===== src/rtl/core/tcd_pkg.sv =====
// Shared types, codes and constants for the teletype console device core.
package tcd_pkg;

    localparam int CFG_IDX_W  = 4;
    localparam int CFG_DATA_W = 8;

    // Configuration register indexes
    localparam logic [CFG_IDX_W-1:0] CFG_DEVICE_OFFSET = 4'd0;
    localparam logic [CFG_IDX_W-1:0] CFG_EIGHT_BIT     = 4'd1;
    localparam logic [CFG_IDX_W-1:0] CFG_UPCASE        = 4'd2;
    localparam logic [CFG_IDX_W-1:0] CFG_TELNET        = 4'd3;

    // Item kinds
    localparam logic [1:0] CMD_IO_INSN = 2'd0;
    localparam logic [1:0] CMD_KB_BYTE = 2'd1;
    localparam logic [1:0] CMD_PR_DONE = 2'd2;
    localparam logic [1:0] CMD_CLEAR   = 2'd3;

    // First opcode of the device at offset zero
    localparam logic [11:0] IO_BASE = 12'o6030;

    // Operation codes relative to the device base
    localparam logic [11:0] REL_KCF = 12'o00;
    localparam logic [11:0] REL_KSF = 12'o01;
    localparam logic [11:0] REL_KCC = 12'o02;
    localparam logic [11:0] REL_KRS = 12'o04;
    localparam logic [11:0] REL_KIE = 12'o05;
    localparam logic [11:0] REL_KRB = 12'o06;
    localparam logic [11:0] REL_TFL = 12'o10;
    localparam logic [11:0] REL_TSF = 12'o11;
    localparam logic [11:0] REL_TCF = 12'o12;
    localparam logic [11:0] REL_TPC = 12'o14;
    localparam logic [11:0] REL_TSK = 12'o15;
    localparam logic [11:0] REL_TLS = 12'o16;

    localparam logic [7:0] TELNET_IAC = 8'd255;
    localparam logic [6:0] CHAR_LC_A  = 7'h61;
    localparam logic [6:0] CHAR_LC_Z  = 7'h7a;
    localparam logic [7:0] CASE_DIFF  = 8'o040;

    typedef struct packed {
        logic [1:0]  cmd;
        logic [11:0] opcode;
        logic [12:0] ac_in;
        logic [7:0]  kb_byte;
        logic        irq_inhibit;
        logic        other_tty_irq;
    } t_tcd_in;

    typedef struct packed {
        logic [12:0] ac_out;
        logic        skip;
        logic        unsupported;
        logic        int_request;
        logic        print_valid;
        logic [7:0]  print_char;
    } t_tcd_out;

    typedef struct packed {
        logic [5:0] device_offset;
        logic       eight_bit_mode;
        logic       upcase_input;
        logic       telnet_mode;
    } t_tcd_cfg;

    typedef struct packed {
        logic       kb_ready;
        logic       pr_ready;
        logic       pr_busy;
        logic       irq_enable;
        logic [7:0] kb_holding;
        logic [7:0] pr_holding;
        logic [1:0] discard_count;
    } t_tcd_state;

endpackage


===== src/rtl/core/tcd_exec.sv =====
// Single-pass execution of one item: next device state and its result.
module tcd_exec (
    input  tcd_pkg::t_tcd_cfg   i_cfg,
    input  tcd_pkg::t_tcd_state i_state,
    input  tcd_pkg::t_tcd_in    i_item,
    output tcd_pkg::t_tcd_state o_state,
    output tcd_pkg::t_tcd_out   o_result
);
    import tcd_pkg::*;

    logic [11:0] base;
    logic        below_base;
    logic [11:0] rel;
    logic        own_req;
    logic        drop;
    logic [7:0]  kb_val;
    logic [12:0] ac;
    logic        skip;
    logic        unsup;
    logic        pvalid;
    logic [7:0]  pchar;
    t_tcd_state  nxt;

    assign base       = IO_BASE + {3'b000, i_cfg.device_offset, 3'b000};
    assign below_base = i_item.opcode < base;
    assign rel        = i_item.opcode - base;
    assign own_req    = i_state.irq_enable && (i_state.kb_ready || i_state.pr_ready)
                        && !i_item.irq_inhibit;

    always_comb begin
        nxt    = i_state;
        ac     = i_item.ac_in;
        skip   = 1'b0;
        unsup  = 1'b0;
        pvalid = 1'b0;
        pchar  = 8'd0;
        drop   = 1'b0;
        kb_val = i_item.kb_byte;
        case (i_item.cmd)
            CMD_IO_INSN: begin
                if (below_base) begin
                    unsup = 1'b1;
                end else begin
                    case (rel)
                        REL_KCF: nxt.kb_ready = 1'b0;
                        REL_KSF: skip = i_state.kb_ready;
                        REL_KCC: begin
                            nxt.kb_ready = 1'b0;
                            ac[11:0]     = 12'd0;
                        end
                        REL_KRS: ac[7:0] = ac[7:0] | i_state.kb_holding;
                        REL_KIE: nxt.irq_enable = ac[0];
                        REL_KRB: begin
                            ac[11:0]     = {4'd0, i_state.kb_holding};
                            nxt.kb_ready = 1'b0;
                        end
                        REL_TFL: nxt.pr_ready = 1'b1;
                        REL_TSF: skip = i_state.pr_ready;
                        REL_TCF: nxt.pr_ready = 1'b0;
                        REL_TPC, REL_TLS: begin
                            nxt.pr_holding = ac[7:0];
                            nxt.pr_busy    = 1'b1;
                            if (rel == REL_TLS) begin
                                nxt.pr_ready = 1'b0;
                            end
                            pvalid = 1'b1;
                            pchar  = {nxt.pr_holding[7] & i_cfg.eight_bit_mode,
                                      nxt.pr_holding[6:0]};
                        end
                        REL_TSK: skip = own_req || i_item.other_tty_irq;
                        default: unsup = 1'b1;
                    endcase
                end
            end
            CMD_KB_BYTE: begin
                // IAC restarts the discard; pending count holds while telnet is off
                if (i_cfg.telnet_mode) begin
                    if (i_item.kb_byte == TELNET_IAC) begin
                        nxt.discard_count = 2'd2;
                        drop              = 1'b1;
                    end else if (i_state.discard_count != 2'd0) begin
                        nxt.discard_count = i_state.discard_count - 2'd1;
                        drop              = 1'b1;
                    end
                end
                if (!drop) begin
                    if (i_cfg.upcase_input && kb_val[6:0] >= CHAR_LC_A
                        && kb_val[6:0] <= CHAR_LC_Z) begin
                        kb_val = kb_val - CASE_DIFF;
                    end
                    if (!i_cfg.eight_bit_mode) begin
                        kb_val[7] = 1'b1;
                    end
                    nxt.kb_holding = kb_val;
                    nxt.kb_ready   = 1'b1;
                end
            end
            CMD_PR_DONE: begin
                nxt.pr_busy  = 1'b0;
                nxt.pr_ready = 1'b1;
            end
            default: begin
                nxt.kb_ready   = 1'b0;
                nxt.pr_ready   = 1'b0;
                nxt.pr_busy    = 1'b0;
                nxt.irq_enable = 1'b1;
            end
        endcase
    end

    assign o_state              = nxt;
    assign o_result.ac_out      = ac;
    assign o_result.skip        = skip;
    assign o_result.unsupported = unsup;
    assign o_result.int_request = nxt.irq_enable && (nxt.kb_ready || nxt.pr_ready)
                                  && !i_item.irq_inhibit;
    assign o_result.print_valid = pvalid;
    assign o_result.print_char  = pchar;

endmodule


===== src/rtl/core/teletype_console_device_core.sv =====
// Teletype console device core: decode, flag state and result buffering.
// A result is registered into the output register at the edge that accepts its item,
// or into the skid entry instead while the output is stalled.
// Throughput: one item per cycle while the input is not stalled; the device state updates at the accepting edge.
// A two-entry output buffer (result register plus skid) keeps input open while one
// result waits; input stalls only while both entries are full.
// Reset (synchronous, active low): flags clear, interrupt enable set, buffers empty.
module teletype_console_device_core (
    input  logic                             i_clk,
    input  logic                             i_rst_n,
    input  logic                             i_in_valid,
    output logic                             o_in_stall,
    input  tcd_pkg::t_tcd_in                 i_in_data,
    output logic                             o_out_valid,
    input  logic                             i_out_stall,
    output tcd_pkg::t_tcd_out                o_out_data,
    input  logic                             i_cfg_valid,
    output logic                             o_cfg_ready,
    input  logic [tcd_pkg::CFG_IDX_W-1:0]    i_cfg_index,
    input  logic [tcd_pkg::CFG_DATA_W-1:0]   i_cfg_data
);
    import tcd_pkg::*;

    localparam t_tcd_state STATE_AT_RESET = '{kb_ready:      1'b0,
                                              pr_ready:      1'b0,
                                              pr_busy:       1'b0,
                                              irq_enable:    1'b1,
                                              kb_holding:    8'd0,
                                              pr_holding:    8'd0,
                                              discard_count: 2'd0};

    t_tcd_cfg   r_cfg;
    t_tcd_state r_state;
    t_tcd_state n_state;
    t_tcd_out   n_result;
    t_tcd_out   r_out;
    t_tcd_out   r_skid;
    logic       r_out_valid;
    logic       r_skid_valid;
    logic       in_beat;
    logic       out_free;

    tcd_exec u_exec (
        .i_cfg    (r_cfg),
        .i_state  (r_state),
        .i_item   (i_in_data),
        .o_state  (n_state),
        .o_result (n_result)
    );

    assign o_cfg_ready = 1'b1;
    assign o_in_stall  = r_skid_valid;
    assign o_out_valid = r_out_valid;
    assign o_out_data  = r_out;
    assign in_beat     = i_in_valid && !r_skid_valid;
    assign out_free    = !r_out_valid || !i_out_stall;

    always_ff @(posedge i_clk) begin
        if (!i_rst_n) begin
            r_cfg <= '0;
        end else if (i_cfg_valid && o_cfg_ready) begin
            case (i_cfg_index)
                CFG_DEVICE_OFFSET: r_cfg.device_offset  <= i_cfg_data[5:0];
                CFG_EIGHT_BIT:     r_cfg.eight_bit_mode <= i_cfg_data[0];
                CFG_UPCASE:        r_cfg.upcase_input   <= i_cfg_data[0];
                CFG_TELNET:        r_cfg.telnet_mode    <= i_cfg_data[0];
                default:           r_cfg                <= r_cfg;
            endcase
        end
    end

    always_ff @(posedge i_clk) begin
        if (!i_rst_n) begin
            r_state <= STATE_AT_RESET;
        end else if (in_beat) begin
            r_state <= n_state;
        end
    end

    always_ff @(posedge i_clk) begin
        if (!i_rst_n) begin
            r_out_valid  <= 1'b0;
            r_skid_valid <= 1'b0;
        end else if (out_free) begin
            // advance skid first to keep order
            if (r_skid_valid) begin
                r_out        <= r_skid;
                r_out_valid  <= 1'b1;
                r_skid_valid <= 1'b0;
            end else if (in_beat) begin
                r_out       <= n_result;
                r_out_valid <= 1'b1;
            end else begin
                r_out_valid <= 1'b0;
            end
        end else if (in_beat) begin
            // hold the stalled beat, park the new one
            r_skid       <= n_result;
            r_skid_valid <= 1'b1;
        end
    end

endmodule

===== config.mk =====
export PLATFORM = sky130hd
export DESIGN_NAME = teletype_console_device_core
export DESIGN_NICKNAME = d
export VERILOG_FILES = /design/src/rtl/core/tcd_pkg.sv /design/src/rtl/core/tcd_exec.sv /design/src/rtl/core/teletype_console_device_core.sv
export SDC_FILE = /design/constraint.sdc
export NUM_CORES = 1
export LEC_CHECK = 0
export BUFFER_PORTS_ARGS = -buffer_cell sky130_fd_sc_hd__buf_2
export CAP_MARGIN = 30
export CELL_PAD_IN_SITES_DETAIL_PLACEMENT = 1
export CELL_PAD_IN_SITES_GLOBAL_PLACEMENT = 1
export CORE_MARGIN = 2
export CORE_UTILIZATION = 30
export CTS_BUF_LIST = sky130_fd_sc_hd__clkbuf_4 sky130_fd_sc_hd__clkbuf_8
export DETAILED_ROUTE_END_ITERATION = 10
export PLACE_DENSITY = 0.65
export SYNTH_ARGS = -nofsm -noshare
export SYNTH_HDL_FRONTEND = slang
export SYNTH_SLANG_ARGS = --single-unit

===== constraint.sdc =====
create_clock -name i_clk -period 3.6 [get_ports i_clk]
set_input_delay 0.36 -clock i_clk [delete_from_list [all_inputs] [get_ports i_clk]]
set_output_delay 0.36 -clock i_clk [all_outputs]
set_load 0.005 [all_outputs]

* Word level (Yosys, flattened, before mapping)
Cells that the tools add are included.
Storage, ports and cells: register bits 74, input bits 54, logic and storage cells 125, output and inout bits 28
Operators by class: equal/unequal tests 17, $add $sub $neg 4, bitwise operators 5, mux-type cells 38, reductions and logical operators 35, magnitude comparators 3
Operator list (number):
- 12-bit by 4-bit == test with 1-bit output (second input constant) | 6
- 25-bit two-way mux | 2
- 12-bit by 3-bit == test with 1-bit output (second input constant) | 3
- 8-bit two-way mux | 4
- 12-bit two-way mux | 2
- 8-bit case mux with 3 select lines | 1
- 1-bit two-way mux | 20
- 11-bit by 10-bit adder with 12-bit output (first input constant) | 1
- 12-bit by 1-bit == test with 1-bit output (second input constant) | 1
- 12-bit by 2-bit == test with 1-bit output (second input constant) | 1
- 12-bit zero test | 1
- 12-bit < comparator | 1
- 12-bit OR reduction | 1
- 12-bit subtractor | 1
- 1-bit case mux with 3 select lines | 3
- 3-bit AND reduction | 3
- 4-bit by 2-bit == test with 1-bit output (second input constant) | 2
- 8-bit == test (second input constant) | 1
- 4-bit two-way mux | 2
- 8-bit OR | 1
- 2-bit AND reduction | 4
- 2-bit OR reduction | 4
- 8-bit by 6-bit subtractor with 8-bit output (second input constant) | 1
- 7-bit greater-or-equal comparator (second input constant) | 1
- other kinds (18) | 35

* Logic depth before layout (Yosys ltp)
Gate-level depths: netlist of run 1.
word-level depth 12, mapped depth 14, gate-level depth less buffers 12

* Hierarchy
A second synthesis of run 1 with hierarchy kept.
Second synthesis, totals: cell total of the unflattened synthesis 428, area, all modules 4454.3 sq um
By module, submodules not included:
- teletype_console_device_core | area an instance 3120.5 sq um, cells an instance 227, seq. area each 2162.1 sq um, times used 1
- tcd_exec | area an instance 1333.8 sq um, cells an instance 201, seq. area each 0.0 sq um, times used 1

* Worst setup path before layout of run 1
Ideal clock, no wire load.
path type register to register, start reg r_cfg[3] (netlist name), end reg r_skid[13] (netlist name), data pin, path buffers 1, library setup time 268 ps, cell stages (with the launch flop) 14, required time 3332 ps, data arrival time 2689 ps, slack 644 ps, clock period less this slack 2956 ps, path through dfxtp_1 inv_1 ha_1 nor2_1 nand3_1 ha_1 inv_1 a221oi_2 a31oi_1 nor4_4 nand4b_1 clkbuf_1 o21ai_0 o21ai_0
RTL lines:
- from (decl) | RTL line teletype_console_device_core.sv:32 | t_tcd_cfg r_cfg;
- from (signal assigned) | RTL line teletype_console_device_core.sv:67 | default: r_cfg <= r_cfg;
- to (signal assigned) | RTL line teletype_console_device_core.sv:98 | r_skid <= n_result;
- to (decl) | RTL line teletype_console_device_core.sv:37 | t_tcd_out r_skid;

* Worst setup path after layout of run 1
start reg r_cfg[3] (netlist name), end reg r_out, in the netlist o_out_data[19], data pin
On the way: cells in the longest elaborated chain, start to end 8, elaborated cells on any way between the ends 11, those cells by class 2 x add/sub; 1 x order compare; 3 x eq/ne; 5 x mux
RTL lines:
- 11-bit by 10-bit adder with 12-bit output (*) | RTL line tcd_exec.sv:24 | assign base = IO_BASE + {3'b000, i_cfg.device_offset, 3'b000};
- 12-bit subtractor | RTL line tcd_exec.sv:26 | assign rel = i_item.opcode - base;
- 12-bit by 3-bit == test with 1-bit output / 12-bit by 2-bit == test with 1-bit output (equally long branches) | RTL line tcd_exec.sv:44 | case (rel)
- 8-bit case mux with 3 select lines | RTL line tcd_exec.sv:44
- 12-bit two-way mux (*) | RTL line tcd_exec.sv:41 | if (below_base) begin
- 12-bit two-way mux (*) | RTL line tcd_exec.sv:39 | case (i_item.cmd)
- 25-bit two-way mux (*) | RTL line teletype_console_device_core.sv:90 | end else if (in_beat) begin
- 25-bit two-way mux (*) | RTL line teletype_console_device_core.sv:86 | if (r_skid_valid) begin
- to (signal assigned) | RTL line teletype_console_device_core.sv:87 | r_out <= r_skid;
- to (signal assigned) | RTL line teletype_console_device_core.sv:91 | r_out <= n_result;
- to (decl) | RTL line teletype_console_device_core.sv:36 | t_tcd_out r_out;
Mark *: on every way between the ends. The rest lies on a longest branch, timed or not. The select of a mux whose other input is x is not followed. A chain may end at the register's enable or synchronous reset.

==> results.yml, run 1 <==
run_status:
  status: "finished, final reports clean"
logic_synthesis:
  synth-seq-cells: 74
  synth_top_family_by_area: "simple AND/OR/NAND/NOR gates"
  synth_edf_count: 50
  synth_xor_area_share_pct: 1.79
  synth_ff_type: "edfxtp_1"
  syn_nets: 442
  yosys_warnings: 0
  synth_area_per_cell_um2: 10.5
  yosys.area_share.adder_pct: 5.31
  synthTopCellsByArea: "edfxtp_1 (38%), dfxtp_1 (12%), ha_1 (4.8%)"
  muxShareOfSynthArea_pct: 7.33
  synth_compound_area_share_pct: 14.6
  synth_top_area_cell: "edfxtp_1"
  synth_sequential_area_ratio_pct: 50.7
  synth-async-reset-ratio_pct: 0
  synth_simple_gate_area_share_pct: 15.8
  synth_cells: 372
  syn_area_mm2: 0.00391
  synth_top_area_share_pct: 38.4
  synth_cell_types: 58
critical_path:
  crit_path_cell_trace: "inv_1, ha_1, nor2_1, nand3_1, ha_1, nand2_1, o21ai_0, a41oi_1, nor4_4, nand4b_1, buf_4, o21ai_0, a31oi_1"
  rr_startpoint: "r_cfg[3]"
  critical_path_class: "reg2reg"
  worstPathMaxFanout: 15
  crit_path_start_kind: "flop"
  crit_path_end: "o_out_data[19]"
  worstSetupStartpoint: "r_cfg[3]"
  r2r_end: "o_out_data[19]"
  ff2ff_setup_slack_ns: 0.28
  cp_data_arrival_time_ns: 3.38
  required_ns: 3.67
  cp-end-kind: "flop"
  cpPeakStageDelay_ns: 0.47
  reg2regPathDepth: 13
  critical_path.slowest_cell: "nor4_4"
clock_tree:
  h-tree-depth: 3
  cts_sinks: 74
  cts_hold_buf: 0
  clkSlewWorstSetupHoldPaths_ns: 0.09
  cts_tree: "yes"
  clock_path_buffers: 2
  ctsResizeCount: 0
  cts.root.buffer_cell: "clkbuf_8"
  cts_setup_buffers: 0
  cts_buffers: 9
  clock_latency_ns: 0.35
floorplan:
  core_region_area_mm2: 0.0127
  rows: 41
  initial_utilization_pct: 30.8
  die_area_mm2: 0.0140
  die_h_um: 118
  io_pins: 82
  die_w_um: 118
drt:
  dr.pass1.iters: 4
  drcViolationCount: 0
  drt-vias-per-instance: 4.93
  drt-total-wl_mm: 9.88
  drt-initial-drc-count: 199
  drtAntennaViolNets: 0
  post_drt_wl_per_cell_um: 15.7
  vias: 3108
run:
  cap_violations: 0
placement:
  place.port_buffers: 78
  place_area_mm2: 0.00450
  place_hpwl_mm: 7.55
  gp_congestion: 0.921
  dp_slack_ns: 0.306
sta:
  final.setup.worst_slack_ns: 0.285
  setup-tns-final_ns: 0
  slew_headroom_pct: 41.6
  fmax_mhz: 302
  worst_slew_pin_slew_ns: 0.875
  fin_skew_ns: 0.0114
  period_minus_slack_ns: 3.32
  maxSlewViolCount: 0
  min_period_over_period_pct: 92.1
  hold_violations: 0
  grt_setup_unrepaired: "no"
  setup_viol: 0
cells_and_area:
  nets: 524
  fillCellCount: 1473
  area_growth_syn_to_layout_pct: 20.3
  final_area_mm2: 0.00470
  register_area_mm2: 0.00198
  drive_gt1_share_pct: 26.4
  num_antenna_cells: 0
  multi_input_area_mm2: 0.00176
grt:
  first_global_vias: 3376
  grt_usage_pct: 14.7
  gr-total-overflow: 0
  antenna_found_initial: 0
  grt_max_degree: 26
  grt_pass1_wl_mm: 16.7
min_path:
  hp-class: "in2reg"
power_and_ir_drop:
  peakVddDrop_mv: 0.178
  p_leak_nw: 1.81
  power_density_mw_per_mm2: 390
[synth_stat cells (2+ instances only)]
cell type  count
nor4_1         2
o21ai_0       32
nand4_1        3
nor2_1        21
a211oi_1       3
ha_1          15
o311ai_0       2
a21oi_1        9
mux2i_1       17
o2111ai_1      2
o31ai_1        2
clkbuf_1      10
xnor2_1        4
dfxtp_1       24
mux2_2         9
nand2b_1       5
a31oi_1       13
a21boi_0       3
and3_1         8
nand2_1       37
xor2_1         4
nor3_1         6
edfxtp_1      50
nand3_1        9
nor2b_1       18
o21a_1         2
inv_1         25
o31ai_2        2
nand3b_1       2
a2bb2oi_1      5
[cells by family (layout without fill, tap and decap cells)]
family                   Yosys count  count (layout)
XOR/XNOR                           8               8
AO/OA/AOI/OAI                     87              87
multiplexers                      27              27
buffers and inverters             39             126
flip-flops                        74              74
other                              1               1
adder cells (fa/ha/maj)           16              16
AND/OR/NAND/NOR                  120             120
[per-stage QoR]
stage                     utilization (%)  hold slack (ns)  power (mW)  instances
after floorplan                         -            0.436        1.08        372
after global placement               35.4            0.466        1.16        614
after detailed placement             35.5            0.496        1.17        615
after CTS                            37.1            0.188        1.86        631
after global routing                 37.1            0.181        1.91        631
final                                37.1            0.200        1.83        631
[critical path: cells and delay by family, from the launching register on]
| kind | cells | cell delay (ns) |
|---|---|---|
| simple gates | 5 | 1.02 |
| compound gates | 4 | 0.75 |
| fa+ha+maj | 2 | 0.59 |
| flops | 1 | 0.38 |
| buf+inv | 2 | 0.29 |
[state kept, by name, indices dropped and copies added (netlist names)]
signal       cells
o_in_stall       1
r_skid          25
r_cfg            9
o_out_valid      1
o_out_data      25
r_state         13
[worst min path at each step]
| stage | cells after the start | to | start | slack (ns) |
|---|---|---|---|---|
| finish | 1 | r_skid[24] | i_in_data[22] | 0.20 |
| global route | 1 | r_skid[24] | i_in_data[22] | 0.18 |
| CTS | 1 | r_skid[24] | i_in_data[22] | 0.19 |
| detailed placement | 2 | r_state[0] | r_state[0] | 0.50 |
| global placement | 2 | r_state[0] | r_state[0] | 0.47 |
| floorplan | 1 | r_state[17] | r_cfg[2] | 0.44 |
[cells in the final DEF (no fill, tap or decap), types with 4 or more instances in the layout]
cell       count
nor3_1         6
o21ai_0       32
ha_1          15
mux2_2         9
a21oi_1        8
nand3_1        9
and3_1         8
buf_2         79
xnor2_1        4
edfxtp_1      50
a31oi_1       13
nand2_1       37
nand2b_1       5
nor2_1        20
buf_4          6
xor2_1         4
nor2b_1       18
clkbuf_8       9
a2bb2oi_1      5
inv_1         25
dfxtp_1       24
mux2i_1       17
[metal layers]
metal / global-route usage (%) / wire length (um) / vias up
li1: - / - / 1522
met1: 18.8 / 4570 / 1501
met2: 25.1 / 4800 / 76
met3: 3.81 / 425 / 9
met4: 2.86 / 92 / 0
met5: 0 / 0 / -
[cell type report]
class / instances / share of cell area [%]
sequential: 74 / 42.2
multi-input combinational: 259 / 37.5
timing repair buffer: 85 / 9.37
tap: 172 / 4.58
clock buffer: 9 / 2.63
inverter: 25 / 2.00
clock inverter: 7 / 1.76
[power by group]
group	internal (mW)	leakage (nW)	total [mW]	switching, mW
clock network	0.332	0.0988	0.686	0.353
registers	0.931	0.642	0.943	0.0120
logic	0.0853	1.07	0.206	0.121
No activity file was read; power rests on OpenSTA's default activity.
==> inputs of run 2 (changes only) <==
- ABC_AREA: default -> 1
- CORE_MARGIN: 2 -> 8
- PLACE_DENSITY: 0.65 -> 0.66
- clock period: 3.6 -> 3.7 ns (I/O delays scaled with it)
==> results.yml, run 2 <==
cells_and_area:
  final_cells: 774
  nets: 659
  num_antenna_cells: 0
  drive_gt1_share_pct: 23.9
  layout.cells.most_common_list: "nand2_1 (110), inv_1 (84), buf_2 (78), edfxtp_1 (50), nor2_1 (43)"
  area_growth_syn_to_layout_pct: 18.8
  layout_commonest_cell: "nand2_1"
grt:
  grt_usage_pct: 12.6
  grt_max_degree: 26
  gr-total-overflow: 0
  grt_pass1_wl_mm: 18.7
  first_global_vias: 3903
  antenna_found_initial: 0
clock_tree:
  ctsResizeCount: 0
  cts_buffers: 9
  cts_sinks: 74
  clkSlewWorstSetupHoldPaths_ns: 0.09
  cts.root.buffer_cell: "clkbuf_8"
  cts_hold_buf: 0
  cts_tree: "yes"
  h-tree-depth: 3
  clock_path_buffers: 2
  clock_latency_ns: 0.35
  cts_setup_buffers: 0
critical_path:
  worstPathMaxFanout: 11
  crit_path_start_kind: "flop"
  cp_data_arrival_time_ns: 3.37
  required_ns: 3.81
  critical_path_class: "reg2reg"
  cp-end-kind: "flop"
logic_synthesis:
  synth_top_area_cell: "edfxtp_1"
  syn_area_mm2: 0.00423
  synth_ff_type: "edfxtp_1"
  synth_area_per_cell_um2: 8.33
  synth_edf_count: 50
  synth-seq-cells: 74
  ys_top_cells_by_count: "nand2_1 (110), inv_1 (84), edfxtp_1 (50)"
  synth_sequential_area_ratio_pct: 46.8
  yosysMostFrequentCell: "nand2_1"
  synthTopCellsByArea: "edfxtp_1 (35%), dfxtp_1 (11%), nand2_1 (9.8%)"
  syn_nets: 578
  synth_cell_types: 41
  yosys_warnings: 0
  synth_top_area_share_pct: 35.5
  synth_cells: 508
  synth-async-reset-ratio_pct: 0
sta:
  period_minus_slack_ns: 3.27
  hold_violations: 0
  maxSlewViolCount: 0
  grt_setup_unrepaired: "no"
  fin_skew_ns: 0.0163
  min_period_over_period_pct: 88.3
  worst_slew_pin_slew_ns: 0.726
  setup-tns-final_ns: 0
  fmax_mhz: 306
  slew_headroom_pct: 51.5
  setup_viol: 0
floorplan:
  die_area_mm2: 0.0182
  rows: 43
  core_region_area_mm2: 0.0138
  initial_utilization_pct: 30.6
  die_w_um: 135
  io_pins: 82
  die_h_um: 135
placement:
  place_inst: 758
  place_hpwl_mm: 8.89
  gp_congestion: 0.860
  place.port_buffers: 78
power_and_ir_drop:
  peakVddDrop_mv: 0.150
  p_leak_nw: 2.26
  power_density_mw_per_mm2: 365
drt:
  dr.pass1.iters: 6
  drcViolationCount: 0
  vias: 3589
  drtAntennaViolNets: 0
  drt-initial-drc-count: 182
  drt-total-wl_mm: 11.0
  post_drt_wl_per_cell_um: 14.2
  drt-vias-per-instance: 4.64
run:
  cap_violations: 0
min_path:
  hp-class: "in2reg"
run_status:
  status: "finished, final reports clean"
run 2: path summary, 6_finish.rpt:
path	from	to	slack [ns]	cells after the start
hold reg to reg	r_state[1]	r_state[1]	0.46	2
hold / removal	i_in_data[22]	r_skid[24]	0.21	1
setup / recovery	r_cfg[3]	o_out_data[14]	0.43	21
setup reg to reg	r_cfg[3]	o_out_data[14]	0.43	21
run 2: cell type report:
class,instances,area (um^2)
timing repair buffer,81,413
tap,180,225
clock inverter,7,83.8
fill,1672,8800
multi-input combinational,333,1850
clock buffer,9,124
inverter,90,347
sequential,74,1980
run 2: critical path, cell delays in order (launching register included):
cell	delay, ns
dfxtp_1	0.32
inv_1	0.07
ha_1	0.23
nor2_1	0.17
nand4_1	0.16
ha_1	0.40
nand2_1	0.12
inv_1	0.05
a21oi_1	0.19
nand2_1	0.08
nand2_1	0.08
nand2_2	0.08
nor2_4	0.18
nand2_4	0.10
inv_6	0.10
nand2_1	0.06
nand2_2	0.08
nand3_2	0.09
clkinv_2	0.20
o22ai_2	0.13
nand2_1	0.08
nand2_1	0.06
run 2: through the flow:
step	utilization [%]	instance area [um^2]	hold slack, ns	power, mW	setup WS, ns
floorplan	-	4230	0.424	1.10	0.904
global placement	34.9	4820	0.445	1.19	0.523
detailed placement	34.9	4820	0.457	1.20	0.415
CTS	36.4	5030	0.185	1.86	0.399
global route	36.4	5030	0.193	1.92	0.101
finish	36.4	5030	0.209	1.84	0.432
run 2: logic make-up (layout without fill, tap and decap cells):
logic type / after synthesis / in the layout / synth area share (%)
compound gates: 78 / 78 / 11.4
xor+xnor: 5 / 5 / 1.03
fa+ha+maj: 16 / 16 / 4.91
buf+inv: 101 / 187 / 9.52
flops: 74 / 74 / 46.8
mux: 8 / 8 / 2.13
other cells: 1 / 1 / 0.0886
simple gates: 225 / 225 / 24.1
run 2: layer usage:
metal	GRT usage (%)	vias up	wire (um)
li1	-	1835	-
met1	15.6	1677	5100
met2	21.2	65	5220
met3	3.12	12	533
met4	3.81	0	156
met5	0	-	0
run 2: power breakdown:
group	internal [mW]	leakage (nW)	total, mW	switching (mW)
clock	0.323	0.102	0.657	0.334
sequential	0.910	0.651	0.921	0.0107
combinational	0.0915	1.50	0.258	0.167
==> inputs of run 3 (changes only) <==
- CORE_MARGIN: 8 -> 2
==> results.yml, run 3 (synthesized netlist as in run 2, its figures left out) <==
critical_path:
  cpPeakStageDelay_ns: 0.32
  ff2ff_setup_slack_ns: 0.42
  reg2regPathDepth: 22
  crit_path_start_kind: "flop"
  required_ns: 3.80
  critical_path_class: "reg2reg"
  worstPathMaxFanout: 11
  crit_path_cell_trace: "inv_1, ha_1, nor2_1, nand2_1, xor2_1, ha_1, nand2_1, nand2_1, a21oi_1, nand2_1, nand2_1, nand2_2, nor2_4, nand2_4, inv_6, nand2_1, nand2_2, nand3_2, clkinv_2, o22ai_2, nand2_1, nand2_1"
  cp_data_arrival_time_ns: 3.38
  cp-end-kind: "flop"
  crit_path_frequent_cell: "nand2_1"
  r2r_end: "o_out_data[15]"
  critical_path.slowest_cell: "ha_1"
  rr_startpoint: "r_cfg[3]"
sta:
  setup_viol: 0
  worst_slew_pin_slew_ns: 0.698
  fin_skew_ns: 0.0127
  setup-tns-final_ns: 0
  maxSlewViolCount: 0
  hold_violations: 0
  final.setup.worst_slack_ns: 0.422
  fmax_mhz: 305
  min_period_over_period_pct: 88.6
  period_minus_slack_ns: 3.28
  slew_headroom_pct: 53.4
  grt_setup_unrepaired: "no"
floorplan:
  core_region_area_mm2: 0.0138
  io_pins: 82
  die_h_um: 123
  initial_utilization_pct: 30.6
  die_area_mm2: 0.0151
  rows: 43
  die_w_um: 123
run_status:
  status: "finished, final reports clean"
drt:
  dr.pass1.iters: 4
  vias: 3583
  drt-vias-per-instance: 4.63
  post_drt_wl_per_cell_um: 13.7
  drcViolationCount: 0
  drtAntennaViolNets: 0
  drt-initial-drc-count: 139
  drt-total-wl_mm: 10.6
cells_and_area:
  num_antenna_cells: 0
  layout.cells.most_common_list: "nand2_1 (110), inv_1 (84), buf_2 (78), edfxtp_1 (50), nor2_1 (43)"
  fillCellCount: 1679
  nets: 659
  multi_input_area_mm2: 0.00185
  final_cells: 774
  final_area_mm2: 0.00503
  drive_gt1_share_pct: 23.9
  area_growth_syn_to_layout_pct: 18.7
  register_area_mm2: 0.00198
  layout_commonest_cell: "nand2_1"
min_path:
  hp-start: "i_in_data[22]"
  worst_hold_path.endpoint: "r_skid[24]"
  holdPathStages: 1
  hp-class: "in2reg"
clock_tree:
  clock_path_buffers: 2
  h-tree-depth: 3
  cts_sinks: 74
  cts_setup_buffers: 0
  cts_hold_buf: 0
  clock_latency_ns: 0.35
  ctsResizeCount: 0
  cts.root.buffer_cell: "clkbuf_8"
  cts_tree: "yes"
  clkSlewWorstSetupHoldPaths_ns: 0.09
  cts_buffers: 9
placement:
  dp_slack_ns: 0.404
  place_area_mm2: 0.00482
  place_hpwl_mm: 8.48
  place.port_buffers: 78
  place_inst: 758
  gp_congestion: 0.869
grt:
  antenna_found_initial: 0
  first_global_vias: 3640
  grt_max_degree: 26
  gr-total-overflow: 0
  grt_pass1_wl_mm: 17.5
  grt_usage_pct: 14.8
power_and_ir_drop:
  power_density_mw_per_mm2: 364
  peakVddDrop_mv: 0.250
  p_leak_nw: 2.25
  total_power_mw: 1.83
run:
  cap_violations: 0
[run 3: cell count changes in the layout (fill, tap and decap cells not counted), sizes merged]
cell | before | now
clkinv | 3 | 1
clkinvlp | 1 | 2
inv | 92 | 93
[run 3: report_power, final]
part           switching [mW]  internal, mW
registers              0.0102         0.910
logic                   0.166        0.0915
clock network           0.331         0.323
[run 3: through the flow]
stage,util [%],hold WS (ns)
2_1_floorplan,-,0.424
4_1_cts,36.3,0.184
6_report,36.3,0.211
5_1_grt,36.3,0.181
3_3_place_gp,34.9,0.445
3_5_place_dp,34.9,0.467
[run 3: worst max path at each step]
stage                     end  slack [ns]  depth (start not counted)      from
2_1_floorplan  o_out_data[12]        0.90                         23  r_cfg[3]
3_3_place_gp   o_out_data[14]        0.52                         22  r_cfg[3]
3_5_place_dp   o_out_data[15]        0.40                         22  r_cfg[3]
4_1_cts        o_out_data[18]        0.38                         22  r_cfg[3]
5_1_grt        o_out_data[15]        0.06                         22  r_cfg[3]
6_report       o_out_data[15]        0.42                         22  r_cfg[3]
[run 3: worst max-delay path, delay by kind of cell, from the launching register on]
family	cells	cell delay (ns)
simple gates	14	1.30
fa+ha+maj	2	0.56
buf+inv	3	0.39
flops	1	0.31
compound gates	2	0.28
xor+xnor	1	0.20
[run 3: routing by layer]
layer,routed length (um),vias to the layer above,global-route usage (%)
met5,0,-,0
met4,95,0,3.66
met3,384,6,3.02
met2,5350,57,26.0
met1,4770,1691,18.5
li1,-,1829,-
[run 3: cell type report]
class	count	share of cell area, %
clock inverters	7	1.64
inverters	90	6.90
multi-input cells	333	36.9
flip-flops and latches	74	39.4
clock buffers	9	2.46
well taps	180	4.48
repair buffers	81	8.22
